File: src/design/fca_pkg.sv
// Shared constants, types and window tables for the four-colour ant grid step block.
package fca_pkg;

  localparam int START_SIDE  = 9;
  localparam int MAX_GROWTHS = 4;
  localparam int GRID_SIDE   = START_SIDE * 81;
  localparam int CELL_COUNT  = GRID_SIDE * GRID_SIDE;
  localparam int ADDR_W      = 20;
  localparam int COORD_W     = 10;
  localparam int LEVEL_W     = 3;
  localparam int START_POS   = (GRID_SIDE - 1) / 2;
  localparam int START_ADDR  = START_POS * GRID_SIDE + START_POS;

  // Heading codes
  localparam logic [1:0] HEAD_PX = 2'd0;
  localparam logic [1:0] HEAD_NY = 2'd1;
  localparam logic [1:0] HEAD_NX = 2'd2;
  localparam logic [1:0] HEAD_PY = 2'd3;

  localparam logic [1:0] START_HEADING = HEAD_NY;
  localparam logic [3:0] TURN_RULE_RESET = 4'd14;

  typedef logic [ADDR_W-1:0]  addr_t;
  typedef logic [COORD_W-1:0] coord_t;
  typedef logic [LEVEL_W-1:0] level_t;
  typedef logic [1:0]         color_t;

  typedef struct packed {
    logic   rd_en;
    addr_t  rd_addr;
    logic   wr_en;
    addr_t  wr_addr;
    color_t wr_data;
  } mem_req_t;

  // Lowest physical coordinate inside the window at a given growth level
  function automatic coord_t win_lo(input level_t level);
    coord_t lo;
    case (level)
      3'd0:    lo = COORD_W'((GRID_SIDE - START_SIDE) / 2);
      3'd1:    lo = COORD_W'((GRID_SIDE - START_SIDE * 3) / 2);
      3'd2:    lo = COORD_W'((GRID_SIDE - START_SIDE * 9) / 2);
      3'd3:    lo = COORD_W'((GRID_SIDE - START_SIDE * 27) / 2);
      default: lo = COORD_W'(0);
    endcase
    return lo;
  endfunction

  // Highest physical coordinate inside the window at a given growth level
  function automatic coord_t win_hi(input level_t level);
    coord_t hi;
    case (level)
      3'd0:    hi = COORD_W'((GRID_SIDE - START_SIDE) / 2 + START_SIDE - 1);
      3'd1:    hi = COORD_W'((GRID_SIDE - START_SIDE * 3) / 2 + START_SIDE * 3 - 1);
      3'd2:    hi = COORD_W'((GRID_SIDE - START_SIDE * 9) / 2 + START_SIDE * 9 - 1);
      3'd3:    hi = COORD_W'((GRID_SIDE - START_SIDE * 27) / 2 + START_SIDE * 27 - 1);
      default: hi = COORD_W'(GRID_SIDE - 1);
    endcase
    return hi;
  endfunction

endpackage

File: src/design/fca_if.sv
// Channel interfaces: tick input, cell result output and turn rule write.
interface fca_tick_if;
  logic valid;
  logic ready;
  logic advance;
  modport source (output valid, output advance, input ready);
  modport sink (input valid, input advance, output ready);
endinterface

interface fca_cell_if;
  logic                 valid;
  logic                 ready;
  fca_pkg::coord_t      cell_x;
  fca_pkg::coord_t      cell_y;
  fca_pkg::color_t      cell_color;
  logic [1:0]           heading;
  fca_pkg::level_t      window_level;
  logic                 grew;
  logic                 halted;
  modport source (output valid, output cell_x, output cell_y, output cell_color,
                  output heading, output window_level, output grew, output halted,
                  input ready);
  modport sink (input valid, input cell_x, input cell_y, input cell_color,
                input heading, input window_level, input grew, input halted,
                output ready);
endinterface

interface fca_rule_if;
  logic       valid;
  logic       ready;
  logic [3:0] turn_rule;
  modport source (output valid, output turn_rule, input ready);
  modport sink (input valid, input turn_rule, output ready);
endinterface

File: src/design/fca_ant_core.sv
// Ant state, clearing sweep and read-modify-write of the cell store.
module fca_ant_core (
  input  logic              clk,
  input  logic              rst,
  fca_tick_if.sink          tick,
  fca_cell_if.source        result,
  fca_rule_if.sink          rule,
  output fca_pkg::mem_req_t req,
  input  fca_pkg::color_t   rd_data
);

  logic                 clearing;
  fca_pkg::addr_t       clr_addr;
  logic                 s1_valid;
  fca_pkg::coord_t      ant_x;
  fca_pkg::coord_t      ant_y;
  fca_pkg::addr_t       ant_addr;
  logic [1:0]           ant_heading;
  fca_pkg::level_t      level;
  logic                 stopped;
  logic [3:0]           turn_rule;

  logic                 tick_acc;
  logic                 commit;
  logic [1:0]           h_new;
  fca_pkg::color_t      col_new;
  fca_pkg::coord_t      lo;
  fca_pkg::coord_t      hi;
  logic                 leave;
  logic                 at_max;
  fca_pkg::coord_t      x_next;
  fca_pkg::coord_t      y_next;
  fca_pkg::addr_t       addr_next;

  assign tick.ready = !clearing && !s1_valid;
  assign tick_acc   = tick.valid && tick.ready;
  assign commit     = s1_valid && (!result.valid || result.ready);
  assign rule.ready = 1'b1;

  assign h_new   = ant_heading + (turn_rule[rd_data] ? 2'd1 : 2'd3);
  assign col_new = rd_data + 2'd1;
  assign lo      = fca_pkg::win_lo(level);
  assign hi      = fca_pkg::win_hi(level);
  assign at_max  = level >= fca_pkg::LEVEL_W'(fca_pkg::MAX_GROWTHS);

  always_comb begin
    leave     = 1'b0;
    x_next    = ant_x;
    y_next    = ant_y;
    addr_next = ant_addr;
    unique case (h_new)
      fca_pkg::HEAD_PX: begin
        leave     = (ant_x == hi);
        x_next    = ant_x + fca_pkg::COORD_W'(1);
        addr_next = ant_addr + fca_pkg::ADDR_W'(1);
      end
      fca_pkg::HEAD_NY: begin
        leave     = (ant_y == lo);
        y_next    = ant_y - fca_pkg::COORD_W'(1);
        addr_next = ant_addr - fca_pkg::ADDR_W'(fca_pkg::GRID_SIDE);
      end
      fca_pkg::HEAD_NX: begin
        leave     = (ant_x == lo);
        x_next    = ant_x - fca_pkg::COORD_W'(1);
        addr_next = ant_addr - fca_pkg::ADDR_W'(1);
      end
      fca_pkg::HEAD_PY: begin
        leave     = (ant_y == hi);
        y_next    = ant_y + fca_pkg::COORD_W'(1);
        addr_next = ant_addr + fca_pkg::ADDR_W'(fca_pkg::GRID_SIDE);
      end
      default: begin
        leave = 1'b0;
      end
    endcase
  end

  // Sweep zeros through the store after reset, then serve the ant
  always_comb begin
    req.rd_en   = tick_acc && tick.advance;
    req.rd_addr = ant_addr;
    if (clearing) begin
      req.wr_en   = 1'b1;
      req.wr_addr = clr_addr;
      req.wr_data = '0;
    end else begin
      req.wr_en   = commit && !stopped;
      req.wr_addr = ant_addr;
      req.wr_data = col_new;
    end
  end

  always_ff @(posedge clk) begin
    if (rst) begin
      clearing     <= 1'b1;
      clr_addr     <= '0;
      s1_valid     <= 1'b0;
      ant_x        <= fca_pkg::COORD_W'(fca_pkg::START_POS);
      ant_y        <= fca_pkg::COORD_W'(fca_pkg::START_POS);
      ant_addr     <= fca_pkg::ADDR_W'(fca_pkg::START_ADDR);
      ant_heading  <= fca_pkg::START_HEADING;
      level        <= '0;
      stopped      <= 1'b0;
      turn_rule    <= fca_pkg::TURN_RULE_RESET;
      result.valid <= 1'b0;
    end else begin
      if (clearing) begin
        clr_addr <= clr_addr + fca_pkg::ADDR_W'(1);
        if (clr_addr == fca_pkg::ADDR_W'(fca_pkg::CELL_COUNT - 1)) begin
          clearing <= 1'b0;
        end
      end
      if (rule.valid) begin
        turn_rule <= rule.turn_rule;
      end
      // Drop ticks with advance clear: they cause no transaction
      if (tick_acc && tick.advance) begin
        s1_valid <= 1'b1;
      end else if (commit) begin
        s1_valid <= 1'b0;
      end
      if (commit) begin
        result.valid <= 1'b1;
      end else if (result.ready) begin
        result.valid <= 1'b0;
      end
      if (commit && !stopped) begin
        ant_heading <= h_new;
        if (leave && at_max) begin
          stopped <= 1'b1;
        end else begin
          ant_x    <= x_next;
          ant_y    <= y_next;
          ant_addr <= addr_next;
          if (leave) begin
            level <= level + fca_pkg::LEVEL_W'(1);
          end
        end
      end
    end
  end

  // Result payload: coordinates in the window as it stood before this tick
  always_ff @(posedge clk) begin
    if (commit) begin
      result.cell_x <= ant_x - lo;
      result.cell_y <= ant_y - lo;
      if (stopped) begin
        result.cell_color   <= rd_data;
        result.heading      <= ant_heading;
        result.window_level <= level;
        result.grew         <= 1'b0;
        result.halted       <= 1'b1;
      end else begin
        result.cell_color   <= col_new;
        result.heading      <= h_new;
        result.window_level <= (leave && !at_max) ? level + fca_pkg::LEVEL_W'(1) : level;
        result.grew         <= leave && !at_max;
        result.halted       <= leave && at_max;
      end
    end
  end

endmodule

File: src/flat_wrapper.sv
// flat-port wrapper written by rule: the top's interface ports become plain ports
module fca_ant_core_flat 
  (clk, rst, req, rd_data, tick_valid, tick_advance, tick_ready, result_valid, result_cell_x, result_cell_y, result_cell_color, result_heading, result_window_level, result_grew, result_halted, result_ready, rule_valid, rule_turn_rule, rule_ready);
  fca_tick_if tick_i ();
  fca_cell_if result_i ();
  fca_rule_if rule_i ();
  input  logic clk;
  input  logic rst;
  output fca_pkg::mem_req_t req;
  input  fca_pkg::color_t rd_data;
  input wire logic [$bits(tick_i.valid)-1:0] tick_valid;
  input wire logic [$bits(tick_i.advance)-1:0] tick_advance;
  output wire logic [$bits(tick_i.ready)-1:0] tick_ready;
  output wire logic [$bits(result_i.valid)-1:0] result_valid;
  output wire logic [$bits(result_i.cell_x)-1:0] result_cell_x;
  output wire logic [$bits(result_i.cell_y)-1:0] result_cell_y;
  output wire logic [$bits(result_i.cell_color)-1:0] result_cell_color;
  output wire logic [$bits(result_i.heading)-1:0] result_heading;
  output wire logic [$bits(result_i.window_level)-1:0] result_window_level;
  output wire logic [$bits(result_i.grew)-1:0] result_grew;
  output wire logic [$bits(result_i.halted)-1:0] result_halted;
  input wire logic [$bits(result_i.ready)-1:0] result_ready;
  input wire logic [$bits(rule_i.valid)-1:0] rule_valid;
  input wire logic [$bits(rule_i.turn_rule)-1:0] rule_turn_rule;
  output wire logic [$bits(rule_i.ready)-1:0] rule_ready;
  assign tick_i.valid = tick_valid;
  assign tick_i.advance = tick_advance;
  assign tick_ready = tick_i.ready;
  assign result_valid = result_i.valid;
  assign result_cell_x = result_i.cell_x;
  assign result_cell_y = result_i.cell_y;
  assign result_cell_color = result_i.cell_color;
  assign result_heading = result_i.heading;
  assign result_window_level = result_i.window_level;
  assign result_grew = result_i.grew;
  assign result_halted = result_i.halted;
  assign result_i.ready = result_ready;
  assign rule_i.valid = rule_valid;
  assign rule_i.turn_rule = rule_turn_rule;
  assign rule_ready = rule_i.ready;
  fca_ant_core u_core (.clk(clk), .rst(rst), .tick(tick_i), .result(result_i), .rule(rule_i), .req(req), .rd_data(rd_data));
endmodule
File: config.mk
export PLATFORM = sky130hd
export DESIGN_NAME = fca_ant_core_flat
export DESIGN_NICKNAME = d
export VERILOG_FILES = /design/src/design/fca_pkg.sv /design/src/design/fca_if.sv /design/src/design/fca_ant_core.sv /design/src/flat_wrapper.sv
export SDC_FILE = /design/constraint.sdc
export NUM_CORES = 1
export LEC_CHECK = 0
export ABC_AREA = 1
export CAP_MARGIN = 40
export CORE_MARGIN = 2
export CORE_UTILIZATION = 45
export DETAILED_ROUTE_END_ITERATION = 12
export DONT_BUFFER_PORTS = 1
export MAX_ROUTING_LAYER = met4
export PLACE_DENSITY = 0.63
export SYNTH_ARGS = -nofsm -noshare
export SYNTH_HDL_FRONTEND = slang
export SYNTH_SLANG_ARGS = --single-unit
File: constraint.sdc
create_clock -name clk -period 5.1 [get_ports clk]
set_clock_uncertainty 0.1 [all_clocks]
set_input_delay 1.02 -clock clk [delete_from_list [all_inputs] [get_ports clk]]
set_output_delay 1.02 -clock clk [all_outputs]
set_load 0.02 [all_outputs]
# After elaboration in Yosys (flattened, before gate mapping)
# Index checks and enable logic that the tools add are counted.
# classes
add_sub_neg	14
n_lt_le_gt_ge	2
eq_ne	11
n_mux	20
n_bitwise	1
reduce_logical	24
# op_table
cell	n
$pmux 20 s4	1
$add 20x1->20 const B	2
$pmux 10 s2	2
$pmux 10 s4	1
$pmux 9 s4	1
$mux 23	1
$add 10x1->10 const B	2
$add 20x10->20 const B	1
$eq 10x10->1	2
$eq 10x9->1	2
$eq 20x20->1 const B	1
$sub 10x1->10 const B	2
$sub 10x9->10	2
$sub 20x1->20 const B	1
$sub 20x10->20 const B	1
$reduce_and 3->1	3
$reduce_bool 2->1	4
$logic_and 1x1->1	7
$mux 1	7
$eq 3x2->1 const B	2
$mux 2	3
$mux 3	2
$logic_not 1->1	5
$eq 2x2->1 const B	2
14 further kinds	15
# word_totals
register_bits	102
input_bits	12
output_inout_bits	76
elab_cells	90

# Depth between registers and ports, before layout
# Gate-level depths: netlist of run 1.
# depth
depth_word	9
mapped_depth	25
depth_no_buf	23

# Worst setup path before layout of run 1
# Ideal clock, no wire load.
# synth_path
kind	input to register
from	input port rd_data[0]
to	register u_core.ant_addr[12]
setup_time_ns	0.116
arrival_ns	3.736
required_ns	4.884
path_slack_ns	1.148
path_stages	24
n_path_buf	2
cell_sequence	clkbuf_1 -> nand2_1 -> a32o_1 -> xor2_1 -> ha_1 -> inv_1 -> nand2_1 -> nand2_2 -> buf_2 -> nand2_1 -> nand2_1 -> inv_1 -> ha_1 -> inv_1 -> nand2_1 -> a21o_1 -> nand2_1 -> nand2_1 -> nand2_1 -> nand2_1 -> nand2_1 -> nand2_1 -> nor2_1 -> nor2_1
# synth_between
elab_chain_len	9
word_cells_on_any_way	13
classes_between	add/sub (1); eq/ne (3); mux (5); bitwise (1); reduce/logical (3)
# synth_rtl
element	line	source
from (decl)	flat_wrapper.sv:10	input fca_pkg::color_t rd_data;
$bmux 1 s2 *	fca_ant_core.sv:40	assign h_new = ant_heading + (turn_rule[rd_data] ? 2'd1 : 2'd3);
$mux 1 (implied by the code) *	fca_ant_core.sv:40	
$mux 2 *	fca_ant_core.sv:40	
$add 2x2->2 *	fca_ant_core.sv:40	
$eq 2x2->1, or another cell as far along	fca_ant_core.sv:51	unique case (h_new)
$pmux 1 s4	fca_ant_core.sv:51	
$logic_and 1x1->1	fca_ant_core.sv:129	if (leave && at_max) begin
$not 1->1 (no source line)	-	
$reduce_and 2->1 (no source line)	-	
to (signal assigned)	fca_ant_core.sv:100	ant_addr <= fca_pkg::ADDR_W'(fca_pkg::START_ADDR);
to (signal assigned)	fca_ant_core.sv:134	ant_addr <= addr_next;
to (decl)	fca_ant_core.sv:17	fca_pkg::addr_t ant_addr;
# Mark *: on every way between the ends. The rest lies on a longest branch, timed or not. The select of a mux whose other input is x is not followed.
# A chain may end at the register's enable or synchronous reset.

# Worst setup path in the final report of run 1
# layout_path
from	input port rd_data[0]
to	register u_core.ant_x[7]
# layout_between
elab_chain_len	9
word_cells_on_any_way	14
classes_between	add/sub (1); eq/ne (3); mux (5); bitwise (1); reduce/logical (4)
# layout_rtl
element	line	source
$bmux 1 s2 *	fca_ant_core.sv:40	
$mux 1 (implied by the code) *	fca_ant_core.sv:40	
$mux 2 *	fca_ant_core.sv:40	
$add 2x2->2 *	fca_ant_core.sv:40	
$eq 2x2->1, or another cell as far along	fca_ant_core.sv:51	
$pmux 1 s4	fca_ant_core.sv:51	
$logic_and 1x1->1	fca_ant_core.sv:129	
$not 1->1 (no source line)	-	
$reduce_and 3->1 (no source line)	-	
to (signal assigned)	fca_ant_core.sv:98	ant_x <= fca_pkg::COORD_W'(fca_pkg::START_POS);
to (signal assigned)	fca_ant_core.sv:132	ant_x <= x_next;
to (decl)	fca_ant_core.sv:15	fca_pkg::coord_t ant_x;
# Marked as above.

==> results of run 1 <==
worst max-delay path: stages:
cell     delay (ps)
inv_1            40
nand2_1          40
a32o_1          240
xor2_1          280
ha_1            530
inv_2           300
nand2_1         160
nand3_1          80
a21oi_1         160
nand2_1          70
nor2_1          100
nand3_1          90
nand2_2         120
nand2_2         190
nand3_1         400
nand2_1         130
inv_1            80
nor2_1           40
sequential cells by signal (all words and copies together), names as in the netlist, 2 cells and up:
signal and count:
u_core.ant_addr 20, u_core.clr_addr 20, u_core.ant_x 10, u_core.ant_y 10
u_core.result.cell_x 10, u_core.result.cell_y 10, u_core.turn_rule 4, u_core.level 3
u_core.result.window_level 3, u_core.ant_heading 2, u_core.result.cell_color 2, u_core.result.heading 2
cell families after synthesis:
group | after synthesis
AOI/OAI and AO/OA | 171
buffers and inverters | 169
and+or+nand+nor | 539
adders and majority gates | 58
xor gates and xnor gates | 56
other | 1
DFF | 102
layout make-up:
cell class	instances	area, um^2
clock buffers	11	254
inverters	138	518
fillers	1690	8480
flip-flops and latches	102	2330
multi-input cells	825	4450
repair buffers	5	37.5
clock inverters	5	61.3
well taps	220	275
power by group through the flow:
stage / sequential [mW] / clock, mW / combinational (mW)
floorplan: 0.853 / 0 / 0.191
global placement: 0.854 / 0 / 0.232
detailed placement: 0.854 / 0 / 0.233
CTS: 0.835 / 0.766 / 0.234
global route: 0.835 / 0.795 / 0.270
finish: 0.835 / 0.757 / 0.236
per-layer routing:
metal  routed length, um  global-route usage  up-vias
li1                    -                   -     3549
met3                 943              0.0494       36
met4                 526              0.0830        0
met2                9460               0.388      185
met1                8950               0.287     3142
met5                   0                   -        -
synthesized netlist by cell type, types with 3 or more instances:
library cell | count | area (um^2)
nand2_1 | 300 | 1130
inv_1 | 135 | 507
nor2_1 | 109 | 409
o21ai_0 | 77 | 385
dfxtp_1 | 73 | 1460
nand3_1 | 71 | 355
a21oi_1 | 69 | 345
ha_1 | 54 | 676
xor2_1 | 42 | 368
edfxtp_1 | 29 | 871
nand4_1 | 22 | 138
nor3_1 | 20 | 100
clkbuf_1 | 15 | 56.3
xnor2_1 | 14 | 123
o21bai_1 | 8 | 60.1
buf_2 | 7 | 35.0
a41oi_1 | 5 | 43.8
buf_6 | 5 | 56.3
nand2_2 | 5 | 31.3
fa_1 | 4 | 80.1
nor4_1 | 4 | 25.0
buf_4 | 3 | 22.5
nand3b_1 | 3 | 22.5
worst paths after layout:
| check | end | slack [ps] | start |
|---|---|---|---|
| hold / removal | u_core.turn_rule[3] | 370 | u_core.turn_rule[3] |
| setup reg to reg | u_core.ant_x[7] | 1320 | u_core.level[0] |
| setup / recovery | u_core.ant_x[7] | 1190 | rd_data[0] |
| hold reg to reg | u_core.turn_rule[3] | 370 | u_core.turn_rule[3] |
per-stage QoR:
stage / util / cells
final: 0.483 / 1306
after global routing: 0.483 / 1306
after CTS: 0.483 / 1306
after detailed placement: 0.464 / 1290
after global placement: 0.464 / 1290
after floorplan: - / 1096
==> impl_metrics.yaml, run 1 <==
status:
  outcome: "completed"
global_route:
  grt_util_all_layers: 0.236
  antenna_found_initial: 0
  grt_max_degree: 49
  grt-ovfl-total: 0
  grt_pass1_wl_um: 32400
  grt_pass1_vias: 6440
sta:
  rsz0062_at_grt: "false"
  whs_ps: 374
  min_period_over_period: 0.767
  setup_viol: 0
  timing.fmax_mhz: 256
  hold_viol: 0
  finalCriticalPeriod_ps: 3910
  worst_slew_pin_slew_ps: 882
  setup_tns_ps: 0
  slew_violations: 0
  max_slew_margin: 0.406
  final.setup.worst_slack_ps: 1190
floorplan:
  initial_core_util: 0.455
  fp.coreArea_mm2: 0.0164
  die_w_um: 133
  fp-row-count: 47
  ios: 88
  fp.dieH_um: 133
  dieArea_mm2: 0.0176
setup_path:
  path_class: "in2reg"
  crit_path_start_kind: "input port"
  rr_worst_depth: 17
  crit_arrival_ps: 4080
  endpoint_kind: "flop"
  cp.required_ps: 5270
  cp_max_fo: 21
yosys:
  synthXorXnorAreaFrac: 0.0657
  synth_compound_area_frac: 0.126
  ys_types: 42
  synth-simple-area-share: 0.302
  synth_top_family_by_area: "simple AND/OR/NAND/NOR gates"
  yosysSeqAreaShare: 0.312
  synth.mux.area_fraction: 0
  syn_nets: 1166
  synthAdderAreaFrac: 0.101
  synth-async-reset-ratio: 0
  synth-warning-count: 0
  synth_edf_count: 29
  syn_inst: 1096
  syn_area_mm2: 0.00747
  syn_avg_cell_area_um2: 6.82
  ys.flop_type: "dfxtp_1"
  yosys_register_bits: 102
cts:
  clock_latency_ps: 370
  path_clk_slew_ps: 70
  htree_levels: 3
  cts_tree: "built"
  cts_max_path_buffers: 2
  cts.sinks: 102
  hold_buffers: 0
  cts-buffers-inserted: 9
  cts_setup_buffers: 0
  cts-resized-gates: 0
  cts-root-buf: "clkbuf_16"
drt:
  wl_per_cell_um: 15.2
  firstDrtPassIters: 6
  ant_nets: 0
  post_drt_via_cell_ratio: 5.29
  drt-initial-drc-count: 467
  via_count: 6912
  wirelength_um: 19900
  post-route-drc-count: 0
final_layout:
  syn_to_final_growth_pct: 6.13
  layout-drive-gt1-share: 0.0304
  diodes: 0
  final_common_cell: "nand2_1"
  final_area_mm2: 0.00793
  final_cell_mix: "300 x nand2_1, 135 x inv_1, 109 x nor2_1"
  finalNetCount: 1151
power:
  power.clock.fraction: 0.414
  pwr-share-seq: 0.457
  vdd_drop_max_mv: 0.166
  power_density_mw_per_mm2: 231
  swShare: 0.274
  internal_power_mw: 1.33
  p_total_mw: 1.83
  combPwrFrac: 0.129
  p_switching_uw: 500
  p_leak_nw: 3.62
placed_design:
  gp_congestion: 0.908
  dpl_cell_area_mm2: 0.00761
  dp_hpwl_um: 14900
  place_ws_ps: 821
  io_buffers: 0
hold_path:
  hold_class: "reg2reg"
  worstHoldPathCells: 2
job:
  drv_cap: 0
(Power assumes the default switching activity.)
==> inputs of run 2 (changes only) <==
Settings changed: ABC_AREA 1 to 0, PLACE_DENSITY 0.63 to 0.65.
Clock period 5.1 ns to 3.4 ns, I/O delays scaled along.
==> impl_metrics.yaml, run 2 <==
status:
  outcome: "finished with violations"
  violations: "setup timing"
cts:
  cts-buffers-inserted: 9
  cts-root-buf: "clkbuf_16"
  cts.sinks: 102
  path_clk_slew_ps: 80
  htree_levels: 3
  clock_latency_ps: 350
  cts_max_path_buffers: 2
  cts_tree: "built"
sta:
  setup_viol: 49
  final.setup.worst_slack_ps: -302
  hold_viol: 0
  min_period_over_period: 1.09
  finalCriticalPeriod_ps: 3700
  worst_slew_pin_slew_ps: 747
  max_slew_margin: 0.497
  timing.fmax_mhz: 270
  rsz0062_at_grt: "true"
  slew_violations: 0
setup_path:
  cp_max_fo: 6
  path_class: "in2reg"
  slowest_stage: "mux4_2"
  crit_arrival_ps: 3850
  cp_cell_sequence: "mux4_2 -> xnor2_4 -> ha_4 -> mux2_4 -> or4_1 -> a21o_1 -> a2111oi_4 -> buf_4 -> a21o_4 -> a21o_1 -> mux2_4"
  slowest_delay_ps: 540
  endpoint_kind: "flop"
  crit_path_start_kind: "input port"
  cp.required_ps: 3550
placed_design:
  io_buffers: 0
  dpl_cell_area_mm2: 0.00821
  dp_cells: 1080
  dp_hpwl_um: 14800
  gp_congestion: 0.971
floorplan:
  fp.dieH_um: 128
  fp-row-count: 45
  die_w_um: 128
  fp.coreArea_mm2: 0.0151
  ios: 88
  dieArea_mm2: 0.0165
  initial_core_util: 0.459
drt:
  wirelength_um: 20300
  post-route-drc-count: 0
  post_drt_via_cell_ratio: 5.65
  drt-initial-drc-count: 298
  ant_nets: 0
  via_count: 6349
  wl_per_cell_um: 18.0
  firstDrtPassIters: 4
yosys:
  synth_edf_count: 29
  synth_commonest_cells: "89 x nor2_1, 73 x dfxtp_1, 68 x nand2_1"
  synth_top_area_share: 0.210
  yosysTopAreaCell: "dfxtp_1"
  yosysSeqAreaShare: 0.335
  syn_nets: 863
  syn_avg_cell_area_um2: 8.77
  syn_area_mm2: 0.00695
  ys.flop_type: "dfxtp_1"
  ys_types: 71
  yosys_register_bits: 102
  synth-async-reset-ratio: 0
  yosysMostFrequentCell: "nor2_1"
  synth_area_leaders: "dfxtp_1 21%, edfxtp_1 13%, ha_1 9.7%"
  syn_inst: 793
  synth-warning-count: 0
final_layout:
  finalNonFillerCells: 1123
  finalNetCount: 1000
  n_fill_cell: 1289
  multi_input_area_mm2: 0.00486
  diodes: 0
  final_area_mm2: 0.00924
  final_common_cell: "buf_4"
  reg_top3: "u_core.ant_addr: 20 flops, u_core.clr_addr: 20 flops"
  regArea_mm2: 0.00233
  layout-drive-gt1-share: 0.313
  syn_to_final_growth_pct: 32.9
  utilization: 0.610
  final_cell_mix: "137 x buf_4, 79 x nor2_1, 72 x dfxtp_1"
hold_path:
  hold_class: "in2reg"
power:
  p_leak_nw: 3.79
  vdd_drop_max_mv: 0.235
  power_density_mw_per_mm2: 308
  p_total_mw: 2.85
global_route:
  grt-ovfl-total: 0
  grt_pass1_wl_um: 31300
  antenna_found_initial: 0
  grt_util_all_layers: 0.248
  grt_max_degree: 55
  grt_pass1_vias: 6307
job:
  drv_cap: 0
## run 2: worst paths after layout
path | from | to | slack, ps | cells past startpoint
max | rd_data[0] | u_core.ant_addr[14] | -300 | 11
min | rst | u_core.ant_addr[19] | 280 | 1
max reg2reg | u_core.turn_rule[3] | u_core.ant_addr[14] | -280 | 11
min reg2reg | u_core.s1_valid | u_core.result.valid | 420 | 2
## run 2: stage by stage
| stage | setup slack, ps | setup TNS [ps] | hold slack [ps] |
|---|---|---|---|
| floorplan | -613 | -21930 | 336 |
| detailed placement | -700 | -26330 | 412 |
| global route | -392 | -12480 | 279 |
| finish | -302 | -8460 | 283 |
| global placement | -691 | -24790 | 401 |
| CTS | -230 | -6230 | 270 |
## run 2: area by class of cell
cell class	instances	share of cell area
inverters	43	0.0183
clock buffers	11	0.0286
clock inverters	5	0.00474
flip-flops and latches	102	0.253
well taps	188	0.0255
multi-input cells	615	0.526
repair buffers	159	0.144
## run 2: worst max-delay path, delay by kind of cell
family                   cells  cell delay (ps)
AO/OA/AOI/OAI                4             1020
XOR/XNOR                     1              200
adder cells (fa/ha/maj)      1              200
buffers and inverters        1              190
multiplexers                 3             1150
AND/OR/NAND/NOR              1              400
## run 2: where the power goes
part           switching [mW]  internal (mW)  total [mW]
registers             0.00572           1.25        1.25
clock network           0.497          0.574        1.07
logic                   0.250          0.273       0.523
total                   0.752           2.09        2.85
## run 2: kinds of logic after synthesis
kind of cell | synth area share
DFF | 0.335
adders and majority gates | 0.110
buffers and inverters | 0.0452
xor gates and xnor gates | 0.0931
muxes | 0.0677
and+or+nand+nor | 0.187
other | 0.000539
AOI/OAI and AO/OA | 0.161
## run 2: routing by layer
| layer | track usage | vias to the layer above | part of all wire |
|---|---|---|---|
| li1 | - | 3094 | - |
| met1 | 0.286 | 3051 | 0.41 |
| met2 | 0.438 | 163 | 0.52 |
| met3 | 0.0367 | 41 | 0.043 |
| met4 | 0.0879 | 0 | 0.025 |
| met5 | - | - | 0 |
## run 2: what timing repair did
action,4_1_cts,5_1_grt
gates cloned,0,2
setup buffers,11,15
gates resized for setup,28,87
pin swaps,20,33
setup endpoints to repair,46,51
hold buffers,0,0
==> inputs of run 3 (changes only) <==
Settings changed: CORE_MARGIN 2 to 4.
==> impl_metrics.yaml, run 3 (same netlist as run 2, synthesis figures left out) <==
status:
  outcome: "finished with violations"
  violations: "setup timing"
final_layout:
  syn_to_final_growth_pct: 31.0
  diodes: 0
  layout-drive-gt1-share: 0.303
  final_cell_mix: "140 x buf_4, 82 x nor2_1, 72 x dfxtp_1"
  n_fill_cell: 1259
  finalNetCount: 999
  final_common_cell: "buf_4"
  reg_top3: "u_core.ant_addr: 20 flops, u_core.clr_addr: 20 flops"
  utilization: 0.601
  final_area_mm2: 0.00911
drt:
  wirelength_um: 20000
  post_drt_via_cell_ratio: 5.63
  drt-initial-drc-count: 304
  firstDrtPassIters: 5
  via_count: 6314
  wl_per_cell_um: 17.8
  post-route-drc-count: 0
  ant_nets: 0
global_route:
  antenna_found_initial: 0
  grt_max_degree: 55
  grt_pass1_vias: 6281
  grt_util_all_layers: 0.233
  grt-ovfl-total: 0
  grt_pass1_wl_um: 32200
setup_path:
  r2r_slack_ps: -200
  crit_path_start_kind: "input port"
  endpoint_kind: "flop"
  slowest_stage: "mux4_2"
  path_class: "in2reg"
  rr_worst_depth: 10
  cp.depth: 10
  cp_max_fo: 6
  slowest_delay_ps: 540
  path_delay_family: "multiplexers"
  crit_arrival_ps: 3620
  worstReg2RegEnd: "u_core.result.window_level[0]"
  path_common_cell: "a21o_1"
  worstReg2RegStart: "u_core.turn_rule[3]"
  cp.required_ps: 3410
  cp_cell_sequence: "mux4_2 -> xnor2_4 -> ha_4 -> mux2_4 -> or4_4 -> a21o_1 -> a2111oi_4 -> a21o_1 -> nor3b_4 -> xnor2_1"
  crit_buf_inv: 0
floorplan:
  dieArea_mm2: 0.0175
  die_w_um: 132
  ios: 88
  fp-row-count: 45
  fp.coreArea_mm2: 0.0151
  initial_core_util: 0.459
  fp.dieH_um: 132
sta:
  min_period_over_period: 1.06
  rsz0062_at_grt: "true"
  max_slew_margin: 0.432
  worst_slew_pin_slew_ps: 843
  hold_viol: 0
  finalCriticalPeriod_ps: 3610
  setup_viol: 46
  final.setup.worst_slack_ps: -206
  slew_violations: 0
  timing.fmax_mhz: 277
cts:
  htree_levels: 3
  clock_latency_ps: 360
  cts_tree: "built"
  cts-root-buf: "clkbuf_16"
  cts_max_path_buffers: 2
  hold_buffers: 0
  path_clk_slew_ps: 70
  cts-buffers-inserted: 9
  cts.sinks: 102
job:
  drv_cap: 0
power:
  p_leak_nw: 3.74
  vdd_drop_max_mv: 0.235
  power_density_mw_per_mm2: 307
placed_design:
  dpl_cell_area_mm2: 0.00823
  gp_congestion: 0.937
  dp_hpwl_um: 14700
  place_ws_ps: -779
  io_buffers: 0
hold_path:
  hp-start: "rst"
  hold_class: "in2reg"
  worstHoldPathCells: 1
  whs_endpoint: "u_core.ant_addr[9]"
==> run 3: cell type report <==
class	count	area (um^2)	area share
clock buffers	11	243	0.0267
repair buffers	157	1260	0.138
well taps	188	235	0.0258
inverters	43	161	0.0177
multi-input cells	616	4830	0.530
clock inverters	5	48.8	0.00536
flip-flops and latches	102	2330	0.256
==> run 3: how the worst max path moves through the flow <==
stage                   startpoint                       endpoint  slack [ps]
2_1_floorplan           rd_data[0]            u_core.ant_addr[14]        -610
3_3_place_gp            rd_data[0]             u_core.ant_addr[5]        -700
3_5_place_dp            rd_data[0]            u_core.ant_addr[12]        -780
4_1_cts        u_core.turn_rule[3]            u_core.ant_addr[15]        -220
5_1_grt        u_core.turn_rule[3]            u_core.ant_addr[19]        -340
6_report                rd_data[0]  u_core.result.window_level[0]        -210
==> run 3: per-layer routing <==
metal / track usage / part of all wire / up-vias
met3: 0.0473 / 0.050 / 31
met5: - / 0 / -
li1: - / - / 3092
met1: 0.277 / 0.43 / 3024
met4: 0.0751 / 0.020 / 0
met2: 0.396 / 0.50 / 167
==> run 3: what timing repair did <==
item / 4_1_cts / 5_1_grt
cloned: 3 / 0
pin swaps: 40 / 20
buffers inserted: 11 / 7
gates resized for setup: 70 / 31
setup endpoints to repair: 49 / 51
==> run 3: power by group <==
group	total [mW]	internal [mW]	switching (mW)
combinational	0.502	0.258	0.244
sequential	1.25	1.25	0.00598
clock	1.04	0.536	0.500
total	2.79	2.04	0.750
==> run 3: per-stage QoR <==
stage	setup TNS (ps)	total power [mW]	instances	hold slack [ps]
2_1_floorplan	-21930	1.54	793	336
3_3_place_gp	-27300	1.69	1085	404
3_5_place_dp	-29450	1.70	1086	408
4_1_cts	-5140	2.79	1115	275
5_1_grt	-11150	2.91	1122	271
6_report	-4440	2.79	1122	288
